==> config.mk <==
export PLATFORM = sky130hd
export DESIGN_NAME = org_ctrl
export DESIGN_NICKNAME = d
export VERILOG_FILES = /design/src/rtl/core/org_pkg.sv /design/src/rtl/core/org_ctrl.sv
export SDC_FILE = /design/constraint.sdc
export NUM_CORES = 1
export LEC_CHECK = 0
export BUFFER_PORTS_ARGS = -buffer_cell sky130_fd_sc_hd__buf_2
export CAP_MARGIN = 15
export CORE_AREA = 2 2 39 41
export DETAILED_ROUTE_END_ITERATION = 8
export DIE_AREA = 0 0 41 43
export GPL_ROUTABILITY_DRIVEN = 0
export HOLD_SLACK_MARGIN = 0.05
export REMOVE_ABC_BUFFERS = 1
export SYNTH_ARGS = -nofsm -noshare
export SYNTH_HDL_FRONTEND = slang
export SYNTH_SLANG_ARGS = --single-unit
==> constraint.sdc <==
create_clock -name clock -period 1.4 [get_ports clock]
set_input_delay 0.07 -clock clock [delete_from_list [all_inputs] [get_ports clock]]
set_output_delay 0.07 -clock clock [all_outputs]
set_load 0.005 [all_outputs]
==> src/rtl/core/org_pkg.sv <==
// ----------------------------------------------------------------------------
// org_pkg: shared types and constants for the order routing gate
// Action, decision and venue state codes, controller states and the command
// and status structs between controller and datapath.
// ----------------------------------------------------------------------------
package org_pkg;

   localparam int ACTION_W   = 3;
   localparam int SYMBOL_W   = 32;
   localparam int VENUE_W    = 8;
   localparam int STATE_W    = 2;
   localparam int QTY_W      = 32;
   localparam int DECISION_W = 3;
   localparam int WIDE_W     = 64;
   localparam int EPOCH_W    = 32;
   localparam int CWIDTH_W   = 6;
   localparam int VCOUNT_W   = 5;
   localparam int CTR_W      = 49;
   localparam int CWIDTH_MAX = 48;
   localparam int CSR_IDX_W  = 2;
   localparam int CSR_DATA_W = 32;

   typedef enum logic [ACTION_W-1:0] {
      ACT_ROUTE      = 3'd0,
      ACT_MAP        = 3'd1,
      ACT_UNMAP      = 3'd2,
      ACT_SET_STATE  = 3'd3,
      ACT_LOGON      = 3'd4,
      ACT_DISCONNECT = 3'd5,
      ACT_QUERY      = 3'd6,
      ACT_LOOKUP     = 3'd7
   } action_type;

   typedef enum logic [DECISION_W-1:0] {
      DEC_ROUTED     = 3'd0,
      DEC_NOT_CONFIG = 3'd1,
      DEC_BAD_ORDER  = 3'd2,
      DEC_NO_ROUTE   = 3'd3,
      DEC_VENUE_DOWN = 3'd4,
      DEC_DRAINING   = 3'd5,
      DEC_IDS_OUT    = 3'd6
   } decision_type;

   localparam logic [STATE_W-1:0] VST_DOWN  = 2'd0;
   localparam logic [STATE_W-1:0] VST_UP    = 2'd1;
   localparam logic [STATE_W-1:0] VST_DRAIN = 2'd2;

   localparam logic [CSR_IDX_W-1:0] CSR_EPOCH  = 2'd0;
   localparam logic [CSR_IDX_W-1:0] CSR_CWIDTH = 2'd1;
   localparam logic [CSR_IDX_W-1:0] CSR_VCOUNT = 2'd2;

   typedef enum logic [2:0] {
      ST_IDLE,
      ST_SCAN,
      ST_EXEC,
      ST_OUT
   } ctrl_state_type;

   typedef struct packed {
      logic load;      // capture item, clear search
      logic scan;      // examine one table entry
      logic exec;      // decide and update state
      logic out_load;  // result register takes the decision
   } dp_cmd_type;

   typedef struct packed {
      logic scan_done;
   } dp_status_type;

endpackage

==> src/rtl/core/org_ctrl.sv <==
// ----------------------------------------------------------------------------
// org_ctrl: sequencing controller
// Steps each item through capture, table scan, execute and output hand-off.
// ----------------------------------------------------------------------------
module org_ctrl (
   input  logic                   clock,
   input  logic                   reset,
   input  logic                   in_valid,
   output logic                   in_ready,
   input  logic                   out_busy,
   input  org_pkg::dp_status_type status,
   output org_pkg::dp_cmd_type    cmd
);
   import org_pkg::*;

   ctrl_state_type state_ff, state_in;

   always_ff @(posedge clock) begin
      if (reset) begin
         state_ff <= ST_IDLE;
      end else begin
         state_ff <= state_in;
      end
   end

   always_comb begin
      state_in = state_ff;
      case (state_ff)
         ST_IDLE: if (in_valid) state_in = ST_SCAN;
         ST_SCAN: if (status.scan_done) state_in = ST_EXEC;
         ST_EXEC: state_in = ST_OUT;
         ST_OUT:  if (!out_busy) state_in = ST_IDLE;
         default: state_in = ST_IDLE;
      endcase
   end

   always_comb begin
      in_ready     = 1'b0;
      cmd          = '0;
      case (state_ff)
         ST_IDLE: begin
            in_ready = 1'b1;
            cmd.load = in_valid;
         end
         ST_SCAN: cmd.scan = 1'b1;
         ST_EXEC: cmd.exec = 1'b1;
         ST_OUT:  cmd.out_load = !out_busy;
         default: ;
      endcase
   end

endmodule

# Word-level counts from Yosys, hierarchy flattened
# Index checks and enable logic that the tools add are counted.
totals:
  reg_bits: 3
  latchBits: 0
  ramBits: 0
  mem_bits_ro: 0
  out_inout_bits: 5
  word_cells: 19
  mem_count: 0
op_classes:
  add_sub_neg: 0
  multipliers: 0
  div: 0
  n_lt_le_gt_ge: 0
  n_eq_ne: 6
  shift: 0
  muxes: 9
  bitwise_logic: 0
  reduce_logical: 3
ops:
  columns: ["operator", "count"]
  rows:
  - ["one-hot mux 3 bit (4 select lines)", 1]
  - ["2-to-1 mux 3 bit", 3]
  - ["equality test 3 x 2 -> 1 bit, second input constant", 2]
  - ["!= test 2 bit, second input constant", 3]
  - ["2-to-1 mux 1 bit", 5]
  - ["equality test 3 x 1 -> 1 bit, second input constant", 1]
  - ["logical NOT 3 bit", 1]
  - ["AND reduction 3 bit", 1]
  - ["logical NOT 1 bit", 1]

# Logic depth before layout (Yosys ltp)
# Gate-level depths: netlist (run 1).
depth:
  word_depth: 3
  depth_mapped: 5
  mapped_depth_nobuf: 5

# Worst setup path before layout (run 1)
# OpenSTA, ideal clock, no wires.
synth_timing:
  path_type: "reg-to-reg"
  startpoint: "register state_ff[0]"
  endpoint: "register state_ff[1]"
  arrival_time_ps: 1160
  required_time_ps: 1328
  slack_ps: 168
  stages_incl_launch_ff: 6
  n_path_buf: 0
  period_less_slack_ps: 1232
  path_cell_list: "dfxtp_1 -> inv_1 -> ha_1 -> nor2b_4 -> a221oi_2 -> mux2i_1"
synth_via:
  elab_chain_len: 3
  word_cells_on_any_way: 9
  cone_classes: "eq/ne (6); mux (1); reduce/logical (2)"
synth_rtl:
  columns: ["item", "line", "source"]
  rows:
  - ["start, declared", "org_ctrl.sv:16", "ctrl_state_type state_ff, state_in;"]
  - ["start signal, assigned", "org_ctrl.sv:22", "state_ff <= state_in;"]
  - ["equality test 3 x 1 -> 1 bit (tied with other cells)", "org_ctrl.sv:28", "case (state_ff)"]
  - ["!= test 2 bit (no source line)", null, null]
  - ["AND reduction 3 bit (no source line)", null, null]
# Several ways; a longest one is shown, not always the timed one.
# A chain may end at the register's enable or synchronous reset.

# Worst setup path after layout (run 1)
layout_timing:
  startpoint: "register state_ff[1]"
  endpoint: "register state_ff[0]"
# The elaborated chain is that of the path after synthesis.

==> reports/results.tsv, run 1 <==
metric	value	unit
outcome	finished, final reports clean	
synthSimpleGateAreaFrac	0.195	
antenna_found_initial	0	
hold_depth	2	
placementRows	14	
synth.area.mux_share	0.0488	
largest_register_ffs	2	
fin_crit	1.27	ns
yosys_warnings	0	
overflow	0	
swShare	0.358	
syn_area_per_cell	10.3	um^2
finalMaxSlewViolations	0	
worstMarginPinSlew	0.260	ns
power_frac_seq	0.186	
cp-start-kind	flop	
filler_cell_count	152	
wl_per_cell	8.24	um
grt_pass1_vias	179	
grt_usage	0.0601	
diodes	0	
hold_class	primary input to flop	
initial_core_util	0.148	
clkLatencyLatePin	0.22	ns
fin_area	302	um^2
synth_top_family_by_area	adder cells	
peakVddDrop	0.405	mV
dp.cells	46	
drive_gt1_frac	0.545	
r2r_slack	0.13	ns
synth.top_cell.area_share	0.305	
synthTopCellsByArea	ha_1 30%, dfxtp_1 20%, a221oi_2 7.3%	
drtIter0Drc	1	
ant_nets	0	
yosys.area.top_type	ha_1	
cts_root_buf	clkbuf_4	
top_regs	state_ff x2	
maxCapViolCount	0	
required	1.52	ns
r2r_start	state_ff[1]$_SDFFE_PP0P_	
htreeDepth	1	
die_h	43	um
final_cells	49	
power.internal	0.354	mW
cts.clk_slew.worst_paths	0.03	ns
slew-limit-headroom	0.827	
synthDistinctLibCells	12	
viasPerCell	3.90	
cts.sinks	2	
r2r-end	state_ff[0]$_SDFFE_PP0P_	
rr_worst_depth	5	
synthAdderAreaFrac	0.305	
min_to	state_ff[0]$_SDFFE_PP0P_	
yosysSeqAreaShare	0.195	
synthXorXnorAreaFrac	0	
cts_hold_buf	0	
period_share	0.910	
crit_path_end_kind	flop	
pwr-share-comb	0.587	
portBuffers	9	
cts_buffer_depth	2	
hp-start	reset	
tns	0	ns
numCtsBuffers	3	
cts_tree	done	
dpl_cell_area	278	um^2
dieArea	1760	um^2
area.growth.synth_to_final	47.0	%
top_register	state_ff	
leakagePower	0.158	nW
hold_ws	0.0902	ns
grt_max_degree	5	
synth_seq_cells	2	
io_pins	10	
synthCells	20	
critical_path.max_fanout	3	
skew	0.00361	ns
fp.dieW	41	um
setup_viol	0	
clkPwrFrac	0.227	
crit_type	flop to flop	
synth_compound_area_frac	0.201	
num_vias	191	
routed_wl	404	um
p_sw	0.198	mW
hold_violations	0	
fp.coreArea	1380	um^2
hpwl	356	um
max_freq	785	MHz
grt_pass1_wl	641	um
arrival	1.39	ns
nNetsFinal	45	
power_density	1830	nW/um^2
drcViolationCount	0	
synth_area	205	um^2
first_pass_iters	2	
rsz0062_at_grt	false	
## logic make-up (layout without fill, tap and decap cells)
kind of cell / count (synthesis) / after routing
fa+ha+maj: 5 / 5
flops: 2 / 2
compound gates: 4 / 4
buf+inv: 3 / 16
mux: 1 / 1
simple gates: 5 / 5
## per-layer routing
metal | global-route usage | part of all wire | up-vias
met4 | 0.0400 | 0 | 0
li1 | - | - | 95
met5 | 0 | 0 | -
met2 | 0.0813 | 0.44 | 11
met1 | 0.0510 | 0.43 | 85
met3 | 0.0628 | 0.13 | 0
## repair_timing
item | 4_1_cts | 5_1_grt
hold endpoints to repair | 0 | 0
setup buffers | 0 | 0
resized for setup | 0 | 2
endpoints found under the setup margin | 0 | 2
## worst max-delay path, stage by stage (launching register included)
cell and delay (ns):
dfxtp_1 0.30, buf_4 0.14, ha_1 0.21, o21bai_1 0.16, a2111o_1 0.28, o31ai_1 0.07
## power by group through the flow
stage                     clock [mW]  sequential [mW]  combinational [mW]
final                          0.125            0.103               0.324
after global routing           0.137            0.109               0.374
after CTS                      0.134           0.0994               0.332
after detailed placement           0           0.0998               0.330
after global placement             0           0.0995               0.325
after floorplan                    0            0.102               0.214
## cell type report
class	count	area (um^2)	share of cell area
flip-flops and latches	2	41.3	0.137
inverters	3	11.3	0.0373
repair buffers	10	52.6	0.174
clock buffers	3	22.5	0.0747
multi-input cells	15	154	0.510
well taps	16	20.0	0.0664
## how the worst max path moves through the flow
stage                                  start                  endpoint  slack (ns)  cells after the start
finish              state_ff[1]$_SDFFE_PP0P_  state_ff[0]$_SDFFE_PP0P_        0.13                      5
global placement    state_ff[0]$_SDFFE_PP0P_  state_ff[0]$_SDFFE_PP0P_        0.12                      5
detailed placement  state_ff[0]$_SDFFE_PP0P_  state_ff[0]$_SDFFE_PP0P_        0.09                      5
CTS                 state_ff[0]$_SDFFE_PP0P_  state_ff[0]$_SDFFE_PP0P_        0.08                      5
global route        state_ff[1]$_SDFFE_PP0P_  state_ff[0]$_SDFFE_PP0P_        0.06                      5
floorplan           state_ff[0]$_SDFFE_PP0P_  state_ff[1]$_SDFFE_PP0P_        0.17                      5
## placed cells by master, fill, tap and decap left out
cell type	instances
buf_4	1
a2111o_1	1
ha_1	5
dfxtp_1	1
inv_2	1
mux2i_1	1
clkbuf_4	3
nor2b_1	1
nand2b_1	2
and2_2	1
o31ai_1	1
dfxtp_2	1
a221oi_2	1
buf_2	9
inv_1	2
nor2b_4	1
o21bai_1	1
## cell usage after synthesis
master and n:
a2111o_1 1, a221oi_2 1, and2_2 1, dfxtp_1 2, ha_1 5, inv_1 3
mux2i_1 1, nand2b_1 2, nor2b_1 1, nor2b_4 1, o21bai_1 1, o31ai_1 1
## through the flow
stage	worst slack (ns)	power, mW	utilization
2_1_floorplan	0.168	0.316	-
3_3_place_gp	0.121	0.424	0.201
3_5_place_dp	0.0883	0.430	0.201
4_1_cts	0.0813	0.566	0.217
5_1_grt	0.0558	0.620	0.218
6_report	0.126	0.552	0.218
(Power assumes the default switching activity.)
==> run 2, diff against run 1 <==
clock period = 1.14 ns   (was 1.4 ns; I/O delays follow)
==> reports/results.tsv, run 2 (same netlist as run 1, synthesis figures left out) <==
metric	value	unit
placementRows	14	
first_pass_iters	1	
hold_violations	0	
grt_max_degree	5	
num_vias	203	
grt_usage	0.0661	
drive_gt1_frac	0.806	
overflow	0	
nNetsFinal	48	
dp.cells	49	
hold_ws	0.0868	ns
largest_register_ffs	2	
diodes	0	
drcViolationCount	0	
leakagePower	0.181	nW
fp.dieW	41	um
max_freq	824	MHz
most-common-layout-cells	7 x buf_2, 5 x buf_6, 3 x ha_4, 3 x clkbuf_4	
portBuffers	9	
p_sw	0.355	mW
grt_pass1_vias	209	
area.growth.synth_to_final	99.4	%
filler_cell_count	154	
met1_usage	0.0607	
finalWorstSetupSlack	-0.0738	ns
routed_wl	539	um
rsz0062_at_grt	true	
fp.coreArea	1380	um^2
worstMarginPinSlew	0.252	ns
dpl_cell_area	300	um^2
final_cells	52	
swShare	0.361	
fin_util	0.296	
crit_type	flop to flop	
slowest_delay	0.35	ns
arrival	1.33	ns
ant_nets	0	
top_usage_layer	met2	
maxCapViolCount	0	
numCtsBuffers	3	
cts.sinks	2	
dieArea	1760	um^2
dp_slack	-0.151	ns
power_density	2400	nW/um^2
fin_crit	1.21	ns
hpwl	369	um
cts_tree	done	
top_register	state_ff	
grt_pass1_wl	717	um
clkPwrFrac	0.157	
power.internal	0.628	mW
grt_util_met2	0.100	
power	0.983	mW
clkLatencyLatePin	0.22	ns
wl_per_cell	10.4	um
grt_use_met3	0.0157	
power_frac_seq	0.141	
crit_path_end_kind	flop	
final_common_cell	buf_2	
violations	setup timing	
slowest_stage	a2111o_1	
cts_buffer_depth	2	
cts.clk_slew.worst_paths	0.03	ns
critical_path.max_fanout	3	
peakVddDrop	0.549	mV
worstPathCellList	inv_2 -> ha_4 -> nor2b_4 -> a2111o_1 -> o31ai_2	
drtIter0Drc	0	
period_share	1.06	
cp-start-kind	flop	
required	1.26	ns
htreeDepth	1	
outcome	finished with violations	
cts_root_buf	clkbuf_4	
io_pins	10	
cts_hold_buf	0	
skew	0.00298	ns
die_h	43	um
fin_area	409	um^2
slew-limit-headroom	0.832	
setup_viol	4	
top_regs	state_ff x2	
finalMaxSlewViolations	0	
initial_core_util	0.148	
antenna_found_initial	0	
hold_class	primary input to flop	
tns	-0.216	ns
viasPerCell	3.90	
pwr-share-comb	0.702	
[run 2: changes by cell type in the layout (fill, tap and decap cells not counted), moves of 2 or more]
cell	change
ha_4	+3
buf_2	-2
buf_6	+5
ha_2	+2
ha_1	-5
[run 2: cell type report]
type / instances / area (um^2) / share of cell area
multi-input combinational: 15 / 214 / 0.523
timing repair buffer: 13 / 98.8 / 0.242
inverter: 3 / 11.3 / 0.0275
sequential: 2 / 42.5 / 0.104
tap: 16 / 20.0 / 0.0489
clock buffer: 3 / 22.5 / 0.0550
[run 2: power by group through the flow]
stage | logic (mW) | registers [mW] | clock network [mW]
after CTS | 0.626 | 0.137 | 0.168
after detailed placement | 0.462 | 0.126 | 0
after floorplan | 0.263 | 0.125 | 0
after global placement | 0.453 | 0.124 | 0
after global routing | 0.747 | 0.145 | 0.171
final | 0.690 | 0.139 | 0.155
[run 2: routing by layer]
layer,share of wire,wire (um)
met3,0.087,47
met5,0,0
met1,0.34,184
met4,0,0
met2,0.57,307
[run 2: repair_timing]
item                                   4_1_cts  5_1_grt
buffers inserted                             0        0
resized for setup                           16        4
setup endpoints to repair                    4        4
pin swaps                                    3        1
endpoints found under the hold margin        0        0
[run 2: critical path, delay by kind of cell (launching register included)]
family / cells / cell delay, ns
DFF: 1 / 0.34
AOI/OAI and AO/OA: 2 / 0.43
buffers and inverters: 1 / 0.06
adders and majority gates: 1 / 0.15
and+or+nand+nor: 1 / 0.13
[run 2: worst paths after layout]
kind                                  from                  endpoint  slack [ns]  depth (start not counted)
hold / removal                       reset  state_ff[0]$_SDFFE_PP0P_        0.09                          2
hold reg to reg   state_ff[1]$_SDFFE_PP0P_  state_ff[1]$_SDFFE_PP0P_        0.63                          3
setup reg to reg  state_ff[0]$_SDFFE_PP0P_  state_ff[0]$_SDFFE_PP0P_       -0.07                          5
setup / recovery  state_ff[0]$_SDFFE_PP0P_  state_ff[0]$_SDFFE_PP0P_       -0.07                          5
